===== src/rtl/sfr_pkg.sv =====
// package for the stream find-and-replace block
// word types, cell control/status structs, config register indexes and state codes
// no dependencies
`default_nettype none

package sfr_pkg;

    localparam int BYTE_W       = 8;
    localparam int CFG_DATA_W   = 64;
    localparam int CFG_IDX_W    = 2;
    localparam int LEN_W        = 4;
    localparam int PATTERN_MAX_DEF = 8;
    localparam int REPLACE_MAX_DEF = 8;

    typedef enum logic [CFG_IDX_W-1:0] {
        REG_PATTERN_BYTES      = 2'd0,
        REG_PATTERN_LENGTH     = 2'd1,
        REG_REPLACEMENT_BYTES  = 2'd2,
        REG_REPLACEMENT_LENGTH = 2'd3
    } cfg_reg_t;

    localparam logic FUNC_CHAR = 1'b0;
    localparam logic FUNC_END  = 1'b1;

    typedef struct packed {
        logic              func;
        logic [BYTE_W-1:0] char_byte;
    } item_t;

    typedef struct packed {
        logic [BYTE_W-1:0] out_byte;
        logic              last;
    } result_t;

    typedef enum logic [1:0] {
        ST_IDLE,
        ST_SCAN,
        ST_FLUSH,
        ST_REPL
    } state_t;

    // control handed to each window cell
    typedef struct packed {
        logic              shift;
        logic              load;
        logic [BYTE_W-1:0] din;
    } cell_ctl_t;

    // what each cell reports back
    typedef struct packed {
        logic [BYTE_W-1:0] byte_val;
        logic              match_own;
        logic              match_prev;
    } cell_stat_t;

endpackage

`default_nettype wire


===== src/rtl/sfr_cell.sv =====
// one slot of the pending window: holds a byte, shifts toward slot 0
// compares its byte with its own pattern byte and with the one before it
// depends on sfr_pkg
`default_nettype none

module sfr_cell (
    input  wire logic                       clk,
    input  wire logic                       rst_n,
    input  wire sfr_pkg::cell_ctl_t         ctl,
    input  wire logic [sfr_pkg::BYTE_W-1:0] right_byte,
    input  wire logic [sfr_pkg::BYTE_W-1:0] pat_own,
    input  wire logic [sfr_pkg::BYTE_W-1:0] pat_prev,
    output sfr_pkg::cell_stat_t             stat
);

    logic [sfr_pkg::BYTE_W-1:0] byte_reg;
    logic [sfr_pkg::BYTE_W-1:0] byte_next;

    always_comb
    begin
        byte_next = byte_reg;
        if (ctl.shift)
        begin
            byte_next = right_byte;
        end
        else if (ctl.load)
        begin
            byte_next = ctl.din;
        end
    end

    always_ff @(posedge clk or negedge rst_n)
    begin
        if (!rst_n)
        begin
            byte_reg <= '0;
        end
        else
        begin
            byte_reg <= byte_next;
        end
    end

    // match_prev tells whether the window still fits once it shifts by one
    assign stat.byte_val   = byte_reg;
    assign stat.match_own  = (byte_reg == pat_own);
    assign stat.match_prev = (byte_reg == pat_prev);

endmodule

`default_nettype wire


===== src/rtl/stream_find_and_replace.sv =====
// top level: config registers, window cell chain, sequencer and output register
// depends on sfr_pkg and sfr_cell
// sequence: a character word is taken in ST_IDLE and checked in ST_SCAN in the cycle after; the emitted bytes
// then go out one at a time, up to 8 per item with the default parameters
// throughput: one item at a time, one byte per cycle into the output register while the result is not stalled
// reset: window cleared, pattern 0 length 1, empty replacement, no result pending
`default_nettype none

module stream_find_and_replace #(
    parameter int PATTERN_MAX = sfr_pkg::PATTERN_MAX_DEF,
    parameter int REPLACE_MAX = sfr_pkg::REPLACE_MAX_DEF
) (
    input  wire logic                           clk,
    input  wire logic                           rst_n,
    input  wire logic                           cfg_we,
    input  wire logic [sfr_pkg::CFG_IDX_W-1:0]  cfg_index,
    input  wire logic [sfr_pkg::CFG_DATA_W-1:0] cfg_data,
    input  wire logic                           item_valid,
    output logic                                item_ready,
    input  wire sfr_pkg::item_t                 item,
    output logic                                result_valid,
    input  wire logic                           result_ready,
    output sfr_pkg::result_t                    result
);

    localparam int BW  = sfr_pkg::BYTE_W;
    localparam int CW  = $clog2(PATTERN_MAX + 1);
    localparam int RCW = $clog2(REPLACE_MAX + 1);
    localparam int RIW = (REPLACE_MAX > 1) ? $clog2(REPLACE_MAX) : 1;
    localparam logic [sfr_pkg::LEN_W-1:0] PMAX_L = sfr_pkg::LEN_W'(PATTERN_MAX);
    localparam logic [sfr_pkg::LEN_W-1:0] RMAX_L = sfr_pkg::LEN_W'(REPLACE_MAX);

    // configuration registers
    logic [PATTERN_MAX-1:0][BW-1:0] pat_reg;
    logic [REPLACE_MAX-1:0][BW-1:0] repl_reg;
    logic [sfr_pkg::LEN_W-1:0]      plen_reg;
    logic [sfr_pkg::LEN_W-1:0]      rlen_reg;

    logic                  pat_wr;
    sfr_pkg::cfg_reg_t     cfg_sel;

    assign cfg_sel = sfr_pkg::cfg_reg_t'(cfg_index);
    assign pat_wr  = cfg_we && (cfg_sel == sfr_pkg::REG_PATTERN_BYTES
                             || cfg_sel == sfr_pkg::REG_PATTERN_LENGTH);

    always_ff @(posedge clk or negedge rst_n)
    begin
        if (!rst_n)
        begin
            pat_reg  <= '0;
            repl_reg <= '0;
            plen_reg <= sfr_pkg::LEN_W'(1);
            rlen_reg <= '0;
        end
        else if (cfg_we)
        begin
            case (cfg_sel)
                sfr_pkg::REG_PATTERN_BYTES:      pat_reg  <= cfg_data[BW*PATTERN_MAX-1:0];
                sfr_pkg::REG_PATTERN_LENGTH:     plen_reg <= cfg_data[sfr_pkg::LEN_W-1:0];
                sfr_pkg::REG_REPLACEMENT_BYTES:  repl_reg <= cfg_data[BW*REPLACE_MAX-1:0];
                sfr_pkg::REG_REPLACEMENT_LENGTH: rlen_reg <= cfg_data[sfr_pkg::LEN_W-1:0];
                default: ;
            endcase
        end
    end

    // clamped lengths
    logic [CW-1:0]  plen_eff;
    logic [RCW-1:0] rlen_eff;

    always_comb
    begin
        if (plen_reg == '0)
        begin
            plen_eff = CW'(1);
        end
        else if (plen_reg > PMAX_L)
        begin
            plen_eff = CW'(PATTERN_MAX);
        end
        else
        begin
            plen_eff = CW'(plen_reg);
        end

        if (rlen_reg > RMAX_L)
        begin
            rlen_eff = RCW'(REPLACE_MAX);
        end
        else
        begin
            rlen_eff = RCW'(rlen_reg);
        end
    end

    // sequencer state
    sfr_pkg::state_t state_reg, state_next;
    logic [CW-1:0]   count_reg, count_next;
    logic [RIW-1:0]  rep_idx_reg, rep_idx_next;
    logic            out_valid_reg, out_valid_next;
    sfr_pkg::result_t out_word_reg, out_word_next;

    // cell chain
    sfr_pkg::cell_ctl_t  ctl  [PATTERN_MAX];
    sfr_pkg::cell_stat_t stat [PATTERN_MAX];
    logic                load_en;
    logic                shift_en;

    genvar g;
    generate
        for (g = 0; g < PATTERN_MAX; g++)
        begin : g_cell
            logic [BW-1:0] right_byte;
            logic [BW-1:0] pat_prev;

            if (g < PATTERN_MAX - 1)
            begin : g_mid
                assign right_byte = stat[g+1].byte_val;
            end
            else
            begin : g_end
                assign right_byte = '0;
            end

            if (g > 0)
            begin : g_prev
                assign pat_prev = pat_reg[g-1];
            end
            else
            begin : g_first
                assign pat_prev = pat_reg[0];
            end

            assign ctl[g].shift = shift_en;
            assign ctl[g].load  = load_en && (count_reg == CW'(g));
            assign ctl[g].din   = item.char_byte;

            sfr_cell u_cell (
                .clk        (clk),
                .rst_n      (rst_n),
                .ctl        (ctl[g]),
                .right_byte (right_byte),
                .pat_own    (pat_reg[g]),
                .pat_prev   (pat_prev),
                .stat       (stat[g])
            );
        end
    endgenerate

    // prefix checks over the occupied cells, now and after one shift
    logic is_prefix;
    logic shift_prefix;

    always_comb
    begin
        is_prefix    = 1'b1;
        shift_prefix = 1'b1;
        for (int k = 0; k < PATTERN_MAX; k++)
        begin
            if (CW'(k) < count_reg && !stat[k].match_own)
            begin
                is_prefix = 1'b0;
            end
            if (k > 0 && CW'(k) < count_reg && !stat[k].match_prev)
            begin
                shift_prefix = 1'b0;
            end
        end
    end

    logic out_free;
    assign out_free   = !out_valid_reg || result_ready;
    assign item_ready = (state_reg == sfr_pkg::ST_IDLE);

    always_comb
    begin
        state_next     = state_reg;
        count_next     = count_reg;
        rep_idx_next   = rep_idx_reg;
        load_en        = 1'b0;
        shift_en       = 1'b0;
        out_valid_next = out_valid_reg && !result_ready;
        out_word_next  = out_word_reg;

        case (state_reg)
            sfr_pkg::ST_IDLE:
            begin
                if (item_valid)
                begin
                    if (item.func == sfr_pkg::FUNC_END)
                    begin
                        if (count_reg != '0)
                        begin
                            state_next = sfr_pkg::ST_FLUSH;
                        end
                    end
                    else
                    begin
                        load_en    = 1'b1;
                        count_next = count_reg + CW'(1);
                        state_next = sfr_pkg::ST_SCAN;
                    end
                end
            end

            sfr_pkg::ST_SCAN:
            begin
                if (!is_prefix)
                begin
                    // oldest byte can no longer start a match
                    if (out_free)
                    begin
                        shift_en                = 1'b1;
                        count_next              = count_reg - CW'(1);
                        out_valid_next          = 1'b1;
                        out_word_next.out_byte  = stat[0].byte_val;
                        out_word_next.last      = shift_prefix;
                    end
                end
                else if (count_reg == plen_eff)
                begin
                    count_next   = '0;
                    rep_idx_next = '0;
                    if (rlen_eff == '0)
                    begin
                        state_next = sfr_pkg::ST_IDLE;
                    end
                    else
                    begin
                        state_next = sfr_pkg::ST_REPL;
                    end
                end
                else
                begin
                    state_next = sfr_pkg::ST_IDLE;
                end
            end

            sfr_pkg::ST_FLUSH:
            begin
                if (out_free)
                begin
                    shift_en               = 1'b1;
                    count_next             = count_reg - CW'(1);
                    out_valid_next         = 1'b1;
                    out_word_next.out_byte = stat[0].byte_val;
                    out_word_next.last     = (count_reg == CW'(1));
                    if (count_reg == CW'(1))
                    begin
                        state_next = sfr_pkg::ST_IDLE;
                    end
                end
            end

            sfr_pkg::ST_REPL:
            begin
                if (out_free)
                begin
                    out_valid_next         = 1'b1;
                    out_word_next.out_byte = repl_reg[rep_idx_reg];
                    out_word_next.last     = (RCW'(rep_idx_reg) + RCW'(1) == rlen_eff);
                    rep_idx_next           = rep_idx_reg + RIW'(1);
                    if (RCW'(rep_idx_reg) + RCW'(1) == rlen_eff)
                    begin
                        state_next = sfr_pkg::ST_IDLE;
                    end
                end
            end

            default:
            begin
                state_next = sfr_pkg::ST_IDLE;
            end
        endcase

        // a pattern change drops the pending window bytes
        if (pat_wr)
        begin
            count_next = '0;
        end
    end

    always_ff @(posedge clk or negedge rst_n)
    begin
        if (!rst_n)
        begin
            state_reg     <= sfr_pkg::ST_IDLE;
            count_reg     <= '0;
            rep_idx_reg   <= '0;
            out_valid_reg <= 1'b0;
        end
        else
        begin
            state_reg     <= state_next;
            count_reg     <= count_next;
            rep_idx_reg   <= rep_idx_next;
            out_valid_reg <= out_valid_next;
        end
    end

    always_ff @(posedge clk)
    begin
        out_word_reg <= out_word_next;
    end

    assign result_valid = out_valid_reg;
    assign result       = out_word_reg;

endmodule

`default_nettype wire


===== config.mk =====
export PLATFORM = sky130hd
export DESIGN_NAME = stream_find_and_replace
export DESIGN_NICKNAME = d
export VERILOG_FILES = /design/src/rtl/sfr_pkg.sv /design/src/rtl/sfr_cell.sv /design/src/rtl/stream_find_and_replace.sv
export SDC_FILE = /design/constraint.sdc
export NUM_CORES = 1
export LEC_CHECK = 0
export BUFFER_PORTS_ARGS = -buffer_cell sky130_fd_sc_hd__buf_2
export CORE_ASPECT_RATIO = 0.6
export CORE_MARGIN = 4
export CORE_UTILIZATION = 40
export CTS_BUF_LIST = sky130_fd_sc_hd__clkbuf_4 sky130_fd_sc_hd__clkbuf_8 sky130_fd_sc_hd__clkbuf_16
export DETAILED_ROUTE_END_ITERATION = 8
export GPL_TIMING_DRIVEN = 0
export PLACE_DENSITY = 0.67
export SLEW_MARGIN = 10
export SYNTH_ARGS = -nofsm -noshare
export SYNTH_HDL_FRONTEND = slang
export SYNTH_SLANG_ARGS = --single-unit

===== constraint.sdc =====
create_clock -name clk -period 3.15 [get_ports clk]
set_input_delay 0.315 -clock clk [delete_from_list [all_inputs] [get_ports clk]]
set_output_delay 0.315 -clock clk [all_outputs]
set_load 0.03 [all_outputs]

# Word-level counts from Yosys, hierarchy flattened
# Index checks and enable logic that the tools add are counted.
# word_totals
regBits,219
output_inout_bits,11
# op_classes
addsub,4
n_lt_le_gt_ge,11
n_eq_ne,43
n_mux,72
n_reduce_logical,70
# ops
op,n
$mux W8,17
$eq A8 B8 Y1,15
$mux W4,9
$mux W9,4
$pmux W9 S3,1
$logic_and A1 B1 Y1,25
$bmux W8 S3,1
$mux W1,22
$mux W2,10
$ne A2 B2 Y1 const B,9
$reduce_bool A2 Y1,9
$logic_not A1 Y1,17
$eq A4 B3 Y1 const B,4
$lt A3 B4 Y1 const A,4
$logic_not A4 Y1,3
$pmux W4 S3,1
$mux W3,3
$ne A3 B2 Y1 const B,3
$eq A2 B2 Y1 const B,4
$eq A4 B2 Y1 const B,2
$eq A4 B4 Y1,2
$gt A4 B4 Y1 const B,2
$lt A1 B4 Y1 const A,2
$lt A2 B4 Y1 const A,2
other kinds (20),29

# Longest topological paths before layout
# Gate-level depths: netlist of run 1.
# logic_depth
ltp_word,14
mapped_depth,12
ltp_nobuf,9

# Hierarchy
# Synthesis of run 1 repeated with hierarchy kept, for this count alone.
# hier_totals
hier_cells,980
area_unflattened_um2,11548.6
# modules_own_cells
module,n_inst,cells_each,area_per_inst_um2
stream_find_and_replace,1,532,7184.4
sfr_cell,8,56,545.5

# Least setup slack after synthesis of run 1
# No wires, ideal clock.
# synth_timing
kind,reg-to-reg
start,register state_reg[0]
end,register g_cell[7].u_cell.byte_reg[0] (netlist name)
setup_time_ns,0.135
arrival_time_ns,2.428
t_required_ns,3.015
slack_ns,0.587
path_stages_with_launch,9
path_buffers,0
synth_period_minus_slack_ns,2.563
cell_sequence,dfrtp_1 > inv_1 > ha_1 > inv_1 > nor2_1 > nand2_1 > nor3_1 > mux2i_1 > nor2_1
# synth_via
elab_chain_len,4
word_cells_on_any_way,8
cone_classes,2 x eq/ne; 3 x mux; 3 x reduce/logical
# synth_lines
element,line,text
"start, declared",stream_find_and_replace.sv:97,"sfr_pkg::state_t state_reg, state_next;"
"start signal, assigned",stream_find_and_replace.sv:287,state_reg <= sfr_pkg::ST_IDLE;
"start signal, assigned",stream_find_and_replace.sv:294,state_reg <= state_next;
$logic_not A2 Y1,-,
via item_ready,stream_find_and_replace.sv:19,"output logic item_ready,"
$mux W1,stream_find_and_replace.sv:185,case (state_reg)
$logic_and A1 B1 Y1,stream_find_and_replace.sv:135,assign ctl[g].load = load_en && (count_reg == CW'(g));
$reduce_bool A2 Y1 (no source line),-,
"end signal, assigned",sfr_cell.sv:40,byte_reg <= byte_next;
"end, declared",sfr_cell.sv:16,logic [sfr_pkg::BYTE_W-1:0] byte_reg;
# The timed path passes the listed nets, and every way through them passes these cells.
# A chain may end at the register's enable or synchronous reset.

# Final worst setup path of run 1
# layout_timing
start,"register pat_reg, in the netlist g_cell[4].pat_prev[7]"
end,register g_cell[2].u_cell.byte_reg[6] (netlist name)
# layout_via
elab_chain_len,11
word_cells_on_any_way,12
cone_classes,1 x eq/ne; 8 x mux; 3 x reduce/logical
# layout_lines
element,line,text
"start, declared",stream_find_and_replace.sv:34,logic [PATTERN_MAX-1:0][BW-1:0] pat_reg;
"start signal, assigned",stream_find_and_replace.sv:58,sfr_pkg::REG_PATTERN_BYTES: pat_reg <= cfg_data[BW*PATTERN_MAX-1:0];
$eq A8 B8 Y1 (*),sfr_cell.sv:46,assign stat.match_own = (byte_reg == pat_own);
$logic_not A1 Y1 (*),stream_find_and_replace.sv:160,if (CW'(k) < count_reg && !stat[k].match_own)
$logic_and A1 B1 Y1 (*),stream_find_and_replace.sv:160,
$mux W1 (*) (5 in a row),stream_find_and_replace.sv:160,
$mux W1 (*),stream_find_and_replace.sv:208,if (!is_prefix)
$pmux W1 S2 (*),stream_find_and_replace.sv:185,
$mux W8 or $reduce_bool A2 Y1 (tied branches),-,
"end signal, assigned",sfr_cell.sv:40,
"end, declared",sfr_cell.sv:16,
# Every way passes the cells marked *; elsewhere a longest branch is shown, timed or not.

==> impl_results.md, run 1 <==
- Synthesized flop and latch total: 219
- CP required: around 3.6 ns
- Syn Nets: 1,027
- Setup violators final: 0
- GPL Wtd Cong: approximately 0.9
- Cells along the critical path: xnor2_1 > nand4_1 > nor4_1 > a21oi_1 > o41a_1 > clkbuf_4 > o21ai_4 > buf_4 > buf_4 > a21oi_1
- Max frequency: 318 MHz
- Share of cells above drive strength 1: a little under a third
- Dpl hpwl: ~27,000 um
- Dpl ws: -0.333 ns
- Total power: roughly 12,000 uW
- Io pins: 91
- PD cells: 940 mW/mm^2
- Crit. End Element: register
- Synth Cell Area: around 0.011 mm^2
- Post-route ant nets: 0
- Reg clk slew, reported paths: 0.06 ns
- TritonRoute pass-1 iters: 6
- Clock Skew: about 0.024 ns
- Slew Limit Fails: 0
- Fin. Hold Viols: 0
- Placed Instances: roughly 1,400
- Gate count after technology mapping: 938
- WS Path Type: register to register
- Site Rows: between 40 and 50
- Htree depth: 1
- Hold Crit Class: primary input to register
- Vias: just over 8,000
- Core Box Area: approximately 0.028 mm^2
- Slowest stage delay, CP: about 0.48 ns
- Slew @ Worst Pin: 1.11 ns
- WL/cell: about 24 um
- CTS Buf Count: 23
- Register area share after synthesis: around 50%
- Leak: roughly 0.0056 uW
- # DRC: 0
- Crit path max-delay cell type: dfrtp_1
- IR drop worst, VDD: between 500 and 600 uV
- Synth async-reset ratio: roughly 96%
- Die X-Extent: about 220 um
- Clock tree sinks: approximately 220
- Die footprint: 0.0310 mm^2
- Ys flop type: dfrtp_1
- I/O Buffers: 82
- Total global-route track usage: roughly 22%
- Critical Path Fanout Max: 10
- TNS Setup: 0 ns
- Outcome: completed
- Hold slack: 0.0387 ns
- Starting Density: 40.7%
- Pin count of the biggest net entering global routing: 80
- Layout Area Growth over Synthesis: 16.1%
- Starting DRT DRC Count: 889
- Worst skew pair latency: about 0.53 ns
- Max Buffers Root-to-Sink: 3
- CTS tree: built
- WP data arrival: roughly 3.6 ns
- Detailed Route WL: around 35,000 um
- Antenna Cells: 0
- Die H: 138 um
- Vias/cell: ~5.7
- Gr ovfl total: 0
- Relative slew margins: 25.8%
- Postcts setup bufs: 0
- Synth unique cells: 53
- Setup ws final: 0.00228 ns
- Ys Warns: 0
- Avg Inst Size Synth: between 10 and 15 um^2
- Number of synthesized flops with an enable pin: 9
- Non-filler instance count after layout: between 1,000 and 1,500
- Crit start category: register
- RSZ-0062 raised after global routing: yes
- Tcrit/Tclk final: around 100%
- Number of fill cells: ~2,500
- Final net count: about 1,100
- First-pass GRT wire length: approximately 52,000 um
- Max Cap Violations: 0
- Clk Tree Root Cell: clkbuf_16
- Initial antenna violation count: 1
- Final min period: 3.15 ns
- Vias in the first global route: roughly 8,000
## layout by cell type, fill, tap and decap left out, types with 3 or more instances in the layout
master,instances
dfrtp_1,208
mux2_2,145
nor2_1,83
buf_2,82
mux2i_1,67
xnor2_1,67
xor2_1,57
a21oi_1,50
nand2_1,25
clkbuf_16,23
clkbuf_1,22
nand4_1,17
o21ai_0,16
mux4_2,16
nor4_1,15
a21oi_2,15
inv_1,11
nor3_1,10
nand3_1,10
buf_1,9
edfxtp_1,9
a22o_1,8
clkbuf_4,8
buf_4,8
ha_1,8
nand2b_1,6
a22oi_1,4
nor2b_1,4
nor4_2,3
buf_6,3
bufinv_16,3
clkbuf_8,3
## routing by layer
metal,track usage [%],part of all wire (%),up-vias
li1,-,-,3589
met5,0,0.023,-
met2,31.2,41,329
met4,3.40,1.6,2
met3,7.43,10,41
met1,34.3,47,4160
## final timing paths
kind	startpoint	end	slack [ns]	cells after the start
min reg2reg	repl_reg[48]	repl_reg[48]	0.50	1
min	cfg_data[27]	repl_reg[27]	0.04	2
max in group asynchronous	rst_n	g_cell[2].u_cell.byte_reg[6]	1.66	4
min in group asynchronous	rst_n	repl_reg[40]	0.34	2
max	g_cell[4].pat_prev[7]	g_cell[2].u_cell.byte_reg[6]	0.002	10
max reg2reg	g_cell[4].pat_prev[7]	g_cell[2].u_cell.byte_reg[6]	0.002	10
## through the flow
stage | util (%) | cell area, um^2
2_1_floorplan | - | 11300
3_3_place_gp | 43.9 | 12100
3_5_place_dp | 44.1 | 12200
4_1_cts | 47.0 | 13000
5_1_grt | 47.3 | 13100
6_report | 47.3 | 13100
## synthesized netlist by cell type (2+ instances only)
cell       instances  area [um^2]
dfrtp_1          209         5230
mux2_2           145         1630
nor2_1            84          315
mux2i_1           67          671
xnor2_1           67          587
xor2_1            57          499
a21oi_1           51          255
nand2_1           25         93.8
clkbuf_1          24         90.1
nor4_1            19          119
nand4_1           17          106
mux4_2            16          360
o21ai_0           16         80.1
a21oi_2           14          123
inv_1             11         41.3
nor3_1            11         55.1
buf_1             10         37.5
nand3_1           10         50.1
edfxtp_1           9          270
ha_1               9          113
a22o_1             8         70.1
buf_2              7         35.0
nand2b_1           6         37.5
a22oi_1            4         30.0
buf_4              4         30.0
nor2b_1            4         25.0
and2_1             2         12.5
buf_6              2         22.5
o2111ai_1          2         17.5
o21bai_1           2         15.0
o22ai_1            2         12.5
o41a_1             2         22.5
or3_1              2         12.5
## critical path, delay by kind of cell (launching register included)
family,cells,cell delay [ns]
AO/OA/AOI/OAI,4,0.98
XOR/XNOR,1,0.31
buffers and inverters,3,0.63
flip-flops,1,0.48
AND/OR/NAND/NOR,2,0.63
## layout make-up
type	count	area (um^2)	share of cell area, %
multi-input cells	661	5530	42.3
flip-flops and latches	219	5530	42.3
clock buffers	31	654	5.01
repair buffers	87	500	3.83
well taps	367	459	3.51
plain buffers	46	239	1.83
clock inverters	7	116	0.890
inverters	11	41.3	0.316
## where the power goes
group / switching, uW / leakage (uW) / internal (uW)
clock: 1130 / 0.000383 / 1700
combinational: 2610 / 0.00273 / 2120
sequential: 1040 / 0.00253 / 3690
## what timing repair did
item	in CTS	in global routing
gates cloned	0	1
gates resized for setup	5	22
endpoints found under the setup margin	65	69
hold endpoints to repair	60	0
hold buffers	1	0
pin swaps	0	2
## kinds of logic (layout without fill, tap and decap cells)
| logic type | after synthesis | after routing | synth area share (%) |
|---|---|---|---|
| buffers and inverters | 58 | 182 | 2.28 |
| DFF | 219 | 219 | 49.1 |
| muxes | 228 | 228 | 23.7 |
| AOI/OAI and AO/OA | 117 | 117 | 6.74 |
| adders and majority gates | 9 | 9 | 1.00 |
| xor gates and xnor gates | 124 | 124 | 9.65 |
| and+or+nand+nor | 183 | 183 | 7.55 |
(Power assumes the default switching activity.)
==> run 2: changes to the inputs <==
--- a/config.mk
+++ b/config.mk
@@ -5,6 +5,7 @@
 export SDC_FILE = /design/constraint.sdc
 export NUM_CORES = 1
 export LEC_CHECK = 0
+export ABC_AREA = 1
 export BUFFER_PORTS_ARGS = -buffer_cell sky130_fd_sc_hd__buf_2
 export CORE_ASPECT_RATIO = 0.6
 export CORE_MARGIN = 4
==> run 2 against run 1 <==
Net effect:
- synthesized cell count rose by 57%
- clock power rose by 6%
- sequential share of layout area fell by 1.3 points
- clock skew fell by 0.0079 ns
- maximum frequency rose by 4.1%
- global-route usage rose by 2.4 points
- via count rose by 36%
- hold slack improved by 0.029 ns
- sequential power fell by 13%
- register-to-register slack improved by 0.12 ns
- count of clock-buffer cells in the layout fell by 6
==> impl_results.md, run 2 <==
- Outcome: completed
- Most frequent cells in the layout: nand2_1 (315), nand3_1 (255), dfrtp_1 (209), o21ai_0 (189), inv_1 (144)
- Leak: 0.00640 uW (+13%)
- Gate count after technology mapping: 1,472 (+57%)
- Share of cells above drive strength 1: 10.3% (-20 points)
- Slew @ Worst Pin: 1.06 ns (-0.0504 ns)
- Internal power: 6860 uW (-8.5%)
- # DRC: 0 (unchanged)
- Most common cell in the netlist: nand2_1
- Vias: 11,017 (+36%)
- Area after DPL: 0.0127 mm^2 (+3.8%)
- Crit start category: register
- Clock tree sinks: 219 (unchanged)
- Critical Path Fanout Max: 9 (-1)
- Worst skew pair latency: 0.53 ns (about the same)
- Proportion of power drawn by the clock network: 24.7% (+1.7 points)
- Vias/cell: 5.59 (-1.7%)
- TritonRoute pass-1 iters: 5 (-1)
- RSZ-0062 raised after global routing: no
- WL/cell: 20.4 um (-16%)
- Relative slew margins: 29.1% (+3.2 points)
- CP required: 3.30 ns (-0.25 ns)
- Setup violators final: 0 (unchanged)
- Starting Density: 40.6% (-0.069 points)
- Ys Warns: 0 (unchanged)
- Vias in the first global route: 10,380 (+31%)
- CTS tree: built
- Die H: 141 um (+1.9%)
- Gr ovfl total: 0 (unchanged)
- Slowest stage delay, CP: 0.70 ns (+0.22 ns)
- Max frequency: 331 MHz (+4.1%)
- Synth top cells by count: nand2_1 (315), nand3_1 (255), dfrtp_1 (209), o21ai_0 (189), inv_1 (144)
- Detailed Route WL: 40,200 um (+16%)
- Synth async-reset ratio: 95.9% (unchanged)
- Total global-route track usage: 24.8% (+2.4 points)
- Total power: 12,200 uW (-1.0%)
- Reg clk slew, reported paths: 0.07 ns (about the same)
- Die X-Extent: 229 um (+2.0%)
- Most frequent CP cell: nand2_1
- Largest area contributor in the netlist: dfrtp_1
- Die footprint: 0.0322 mm^2 (+3.9%)
- Dpl hpwl: 30,500 um (+15%)
- Avg Inst Size Synth: 7.96 um^2 (-34%)
- Clock Skew: 0.0161 ns (-0.00789 ns)
- Htree depth: 1 (unchanged)
- Top cells by area, synth: dfrtp_1 (45%), nand3_1 (11%), nand2_1 (10%)
- Core Box Area: 0.0288 mm^2 (+4.3%)
- Switching part of the total: 43.6% (+4.6 points)
- Slew Limit Fails: 0 (unchanged)
- First-pass GRT wire length: 62,000 um (+20%)
- Site Rows: 48 (+2.1%)
- Tcrit/Tclk final: 96.0% (-4.0 points)
- Starting DRT DRC Count: 1,459 (+64%)
- Crit. End Element: register
- Syn Nets: 1,561 (+52%)
- Postcts setup bufs: 0 (unchanged)
- Combinational share of power: 41.4% (+2.9 points)
- Yosys top cell area share: 44.6% (-1.8 points)
- Sequential power share: 33.9% (-4.6 points)
- Max Buffers Root-to-Sink: 3 (unchanged)
- GPL Wtd Cong: 0.978 (+8.8%)
- Post-route ant nets: 0 (unchanged)
- Placed Instances: 1,931 (+39%)
- Synthesized flop and latch total: 219 (unchanged)
- Final net count: 1,670 (+47%)
- Synth unique cells: 37 (-30%)
- Net Sw Power: 5300 uW (+11%)
- I/O Buffers: 82 (unchanged)
- Final min period: 3.02 ns (-0.125 ns)
- Final Cell Area: 0.0135 mm^2 (+3.2%)
- Cells along the critical path: inv_1 > ha_1 > o21ai_1 > nand2_1 > nand2_1 > nor2_2 > nand2_2 > nand2_4 > a21oi_1
- Io pins: 91 (unchanged)
- Most common cell after layout, fill and taps aside: nand2_1
- Antenna Cells: 0 (unchanged)
- CTS Buf Count: 22 (-4.3%)
- PD cells: 902 mW/mm^2 (-4.1%)
- IR drop worst, VDD: 358 uV (-30%)
- Clk Tree Root Cell: clkbuf_16
- Initial antenna violation count: 0 (-1)
- Ys flop type: dfrtp_1
- Crit path max-delay cell type: a21oi_1
- Synth Cell Area: 0.0117 mm^2 (+4.1%)
- Register area share after synthesis: 47.2% (-1.9 points)
- Final core utilization: 46.8% (-0.50 points)
- Max Cap Violations: 0 (unchanged)
- WS Path Type: register to register
- Hold Crit Class: primary input to register
- Pin count of the biggest net entering global routing: 104 (+30%)
- Layout Area Growth over Synthesis: 15.1%
- Number of synthesized flops with an enable pin: 9 (unchanged)
- WP data arrival: 3.17 ns (-0.38 ns)
- Non-filler instance count after layout: 1,972 (+38%)
- Fin. Hold Viols: 0 (unchanged)
-- run 2: cell type report --
cell class | count | area (um^2)
inverter | 147 | 552
clock buffer | 25 | 597
clock inverter | 15 | 215
tap | 375 | 469
sequential | 219 | 5530
timing repair buffer | 85 | 485
fill | 2941 | 15300
buffer | 78 | 405
multi-input combinational | 1028 | 5240
-- run 2: worst paths after layout --
check,startpoint,end,slack (ns),depth (start not counted)
min reg2reg,repl_reg[19],repl_reg[19],0.49,2
max reg2reg,count_reg[0],result[6],0.13,9
max,count_reg[0],result[6],0.13,9
min in group asynchronous,rst_n,rlen_reg[3],0.21,2
max in group asynchronous,rst_n,pat_reg[57],1.75,4
min,cfg_data[61],repl_reg[61],0.07,3
-- run 2: per-stage QoR --
step	setup TNS [ns]	hold slack [ns]	worst slack, ns
2_1_floorplan	0	0.0194	0.908
6_report	0	0.0679	0.127
3_3_place_gp	-397.48	0.462	-1.93
5_1_grt	0	0.0686	0.0330
3_5_place_dp	0	0.162	0.216
4_1_cts	0	0.0528	0.204
-- run 2: worst max-delay path: cells and delay by family (launching register included) --
kind | cells | cell delay, ns
adders and majority gates | 1 | 0.27
and+or+nand+nor | 5 | 0.60
DFF | 1 | 0.49
AOI/OAI and AO/OA | 2 | 1.11
buffers and inverters | 1 | 0.18
-- run 2: what timing repair did --
action,in CTS,in global routing
gates resized for setup,0,1
hold buffers,1,0
setup endpoints to repair,0,8
endpoints found under the hold margin,23,0
-- run 2: power by group through the flow --
stage	Clock (uW)	Sequential, uW	Combinational, uW
after floorplan	0	4040	3280
after global placement	0	4140	4750
after detailed placement	0	4150	4830
after CTS	3030	4110	4860
after global routing	3170	4180	5480
final	3000	4120	5040
-- run 2: cell families after synthesis --
kind of cell,after synthesis,share of synthesized area (%)
and+or+nand+nor,678,25.4
AOI/OAI and AO/OA,248,11.4
buffers and inverters,225,8.17
DFF,219,47.2
xor gates and xnor gates,93,6.95
adders and majority gates,9,0.961
-- run 2: routing by layer --
| metal | up-vias | global-route usage (%) | part of all wire (%) |
|---|---|---|---|
| li1 | 5057 | - | - |
| met1 | 5362 | 38.7 | 47 |
| met2 | 544 | 33.2 | 39 |
| met3 | 54 | 8.22 | 12 |
| met4 | 0 | 4.80 | 1.7 |
| met5 | - | 0 | 0 |
==> run 3: changes to the inputs <==
--- a/config.mk
+++ b/config.mk
@@ -7,13 +7,13 @@
 export LEC_CHECK = 0
 export ABC_AREA = 1
 export BUFFER_PORTS_ARGS = -buffer_cell sky130_fd_sc_hd__buf_2
-export CORE_ASPECT_RATIO = 0.6
+export CORE_ASPECT_RATIO = 1.75
 export CORE_MARGIN = 4
-export CORE_UTILIZATION = 40
+export CORE_UTILIZATION = 25
 export CTS_BUF_LIST = sky130_fd_sc_hd__clkbuf_4 sky130_fd_sc_hd__clkbuf_8 sky130_fd_sc_hd__clkbuf_16
 export DETAILED_ROUTE_END_ITERATION = 8
 export GPL_TIMING_DRIVEN = 0
-export PLACE_DENSITY = 0.67
+export PLACE_DENSITY = 0.5
 export SLEW_MARGIN = 10
 export SYNTH_ARGS = -nofsm -noshare
 export SYNTH_HDL_FRONTEND = slang
==> run 3 against run 2 <==
Net effect:
- critical path depth is 2 higher
- maximum frequency is 6.6% higher
- hold slack worse by 0.034 ns
- highest routed layer unchanged
- non-clock buffer count stayed put
- the flow now finishes with violations (DRC)
- critical endpoint is now result[0]
- final area is 1.8% higher
- clock skew is 0.014 ns higher
- die area is 57% higher
==> impl_results.md, run 3 (synthesis gave the netlist of run 2 again) <==
- Outcome: complete, but fails checks
- Failing checks: DRC
- Core Box Area: 0.0462 mm^2 (+60%)
- Slew @ Worst Pin: 0.965 ns (-0.0930 ns)
- Leak: 0.00640 uW (about the same)
- Relative slew margins: 35.7% (+6.6 points)
- Share of cells above drive strength 1: 10.4% (+0.063 points)
- Hold_sp: cfg_data[62]
- Setup violators final: 0 (unchanged)
- Die X-Extent: 172 um (-25%)
- Vias/cell: 4.90 (-12%)
- Vias: 10,692 (-2.9%)
- First-pass GRT wire length: 67,000 um (+8.1%)
- Clock tree sinks: 219 (unchanged)
- Site Rows: 104 (+120%)
- Die footprint: 0.0505 mm^2 (+57%)
- # DRC: 1 (+1)
- IR drop worst, VDD: 399 uV (+12%)
- Clock Skew: 0.0299 ns (+0.0138 ns)
- Total global-route track usage: 17.6% (-7.2 points)
- Reg-to-reg startpoint: count_reg[0]
- CP Depth: 11 (+2)
- Fin. Hold Viols: 0 (unchanged)
- CTS Buf Count: 22 (unchanged)
- Internal power: 6760 uW (-1.6%)
- GPL Wtd Cong: 0.888 (-9.2%)
- Net Sw Power: 5230 uW (-1.3%)
- Hold Crit Class: primary input to register
- Switching part of the total: 43.6% (+0.061 points)
- TritonRoute pass-1 iters: 7 (+2)
- R2R depth: 11 (+2)
- Sequential power share: 35.3% (+1.4 points)
- Initial antenna violation count: 0 (unchanged)
- Cells along the critical path: inv_1 > ha_1 > inv_1 > nor2_4 > nor2_1 > nand2_1 > nand2_1 > nor2_2 > nand2_2 > nand2_4 > a21oi_1
- WL/cell: 20.5 um (+0.69%)
- PD cells: 873 mW/mm^2 (-3.2%)
- Hold Path Depth: 3 (unchanged)
- Most common cell after layout, fill and taps aside: nand2_1
- Layout Area Growth over Synthesis: 17.1%
- Die H: 294 um (+110%)
- CTS resizes: 0 (unchanged)
- I/O Buffers: 82 (unchanged)
- Critical Path Fanout Max: 9 (unchanged)
- Starting DRT DRC Count: 862 (-41%)
- Detailed Route WL: 44,700 um (+11%)
- Crit. End Element: register
- Hold slack: 0.0342 ns (-0.0337 ns)
- Slowest stage delay, CP: 0.76 ns (+0.06 ns)
- Clk Tree Root Cell: clkbuf_16
- FF-to-FF setup slack: 0.31 ns (+0.19 ns)
- Postcts setup bufs: 0 (unchanged)
- Post-route ant nets: 0 (unchanged)
- Gr ovfl total: 0 (unchanged)
- Proportion of power drawn by the clock network: 24.3% (-0.4 points)
- Slew Limit Fails: 0 (unchanged)
- Dpl hpwl: 35,000 um (+15%)
- CP Buf/Inv Count: 2 (+1)
- Io pins: 91 (unchanged)
- Max Cap Violations: 0 (unchanged)
- WP data arrival: 3.00 ns (-0.17 ns)
- Antenna Cells: 0 (unchanged)
- Worst skew pair latency: 0.55 ns (+0.02 ns)
- Final min period: 2.84 ns (-0.188 ns)
- Starting Density: 25.4% (-15 points)
- WS Path Type: register to register
- Tcrit/Tclk final: 90.0% (-6.0 points)
- Vias in the first global route: 10,758 (+3.6%)
- Final Cell Area: 0.0137 mm^2 (+1.8%)
- CTS tree: built
- Final net count: 1,670 (unchanged)
- Reg clk slew, reported paths: 0.07 ns (about the same)
- Pin count of the biggest net entering global routing: 99 (-4.8%)
- Crit start category: register
- CP delay by family, top: compound AO/OA/AOI/OAI gates
- Combinational share of power: 40.4% (-1.0 points)
- CP required: 3.31 ns (about the same)
- Crit path max-delay cell type: a21oi_1
- Non-filler instance count after layout: 2,180 (+11%)
- Max frequency: 353 MHz (+6.6%)
- RSZ-0062 raised after global routing: no
- Placed Instances: 2,139 (+11%)
- # hold bufs at CTS: 1 (unchanged)
- Most frequent cells in the layout: nand2_1 (315), nand3_1 (255), dfrtp_1 (209), o21ai_0 (189), inv_1 (144)
- Htree depth: 1 (unchanged)
- Worst flop-to-flop path endpoint: result[0]
- Area after DPL: 0.0129 mm^2 (+2.1%)
- Worst Hold Path EP: repl_reg[62]
- Max Buffers Root-to-Sink: 3 (unchanged)
## run 3: changes by cell type in the layout (fill, tap and decap cells not counted), sizes merged
cell,before,now
bufinv,5,2
clkinvlp,4,2
inv,148,147
clkinv,5,2
clkbuf,74,83
## run 3: how the worst max path moves through the flow
stage | startpoint | to | slack, ns
after floorplan | count_reg[0] | result[0] | 0.91
after global placement | rst_n | g_cell[3].u_cell.byte_reg[1] | -1.99
after detailed placement | count_reg[0] | result[1] | 0.28
after CTS | count_reg[0] | result[0] | 0.26
after global routing | count_reg[0] | result[0] | 0.07
final | count_reg[0] | result[0] | 0.31
## run 3: routing by layer
metal / global-route usage, % / vias up / share of wire [%]
met3: 1.65 / 100 / 4.5
met1: 19.3 / 5163 / 36
met2: 32.7 / 374 / 53
met4: 9.79 / 0 / 6.3
li1: - / 5055 / -
met5: 0 / - / 0
## run 3: power by group through the flow
stage          clock (uW)  combinational, uW  sequential (uW)
3_3_place_gp            0               4750             4280
4_1_cts              2950               4830             4240
5_1_grt              3050               5350             4280
2_1_floorplan           0               3280             4040
6_report             2910               4840             4230
3_5_place_dp            0               4810             4290
## run 3: final cells by class
cell class              count  area [um^2]
clock inverters             6          110
well taps                 583          729
multi-input cells        1028         5230
clock buffers              34          684
inverters                 147          552
repair buffers             85          485
plain buffers              78          405
fillers                  4956        32500
flip-flops and latches    219         5530
## run 3: tightest hold or removal path: cells and delay by family
family                 cells  cell delay, ns
buffers and inverters      2            0.15
AOI/OAI and AO/OA          1            0.07
## run 3: through the flow
step / setup TNS [ns] / total power, uW / worst slack [ns] / utilization, %
2_1_floorplan: 0 / 7310 / 0.908 / -
3_3_place_gp: -407.89 / 9040 / -1.99 / 27.8
3_5_place_dp: 0 / 9100 / 0.279 / 28.0
4_1_cts: 0 / 12000 / 0.265 / 29.7
5_1_grt: 0 / 12700 / 0.0671 / 29.7
6_report: 0 / 12000 / 0.315 / 29.7
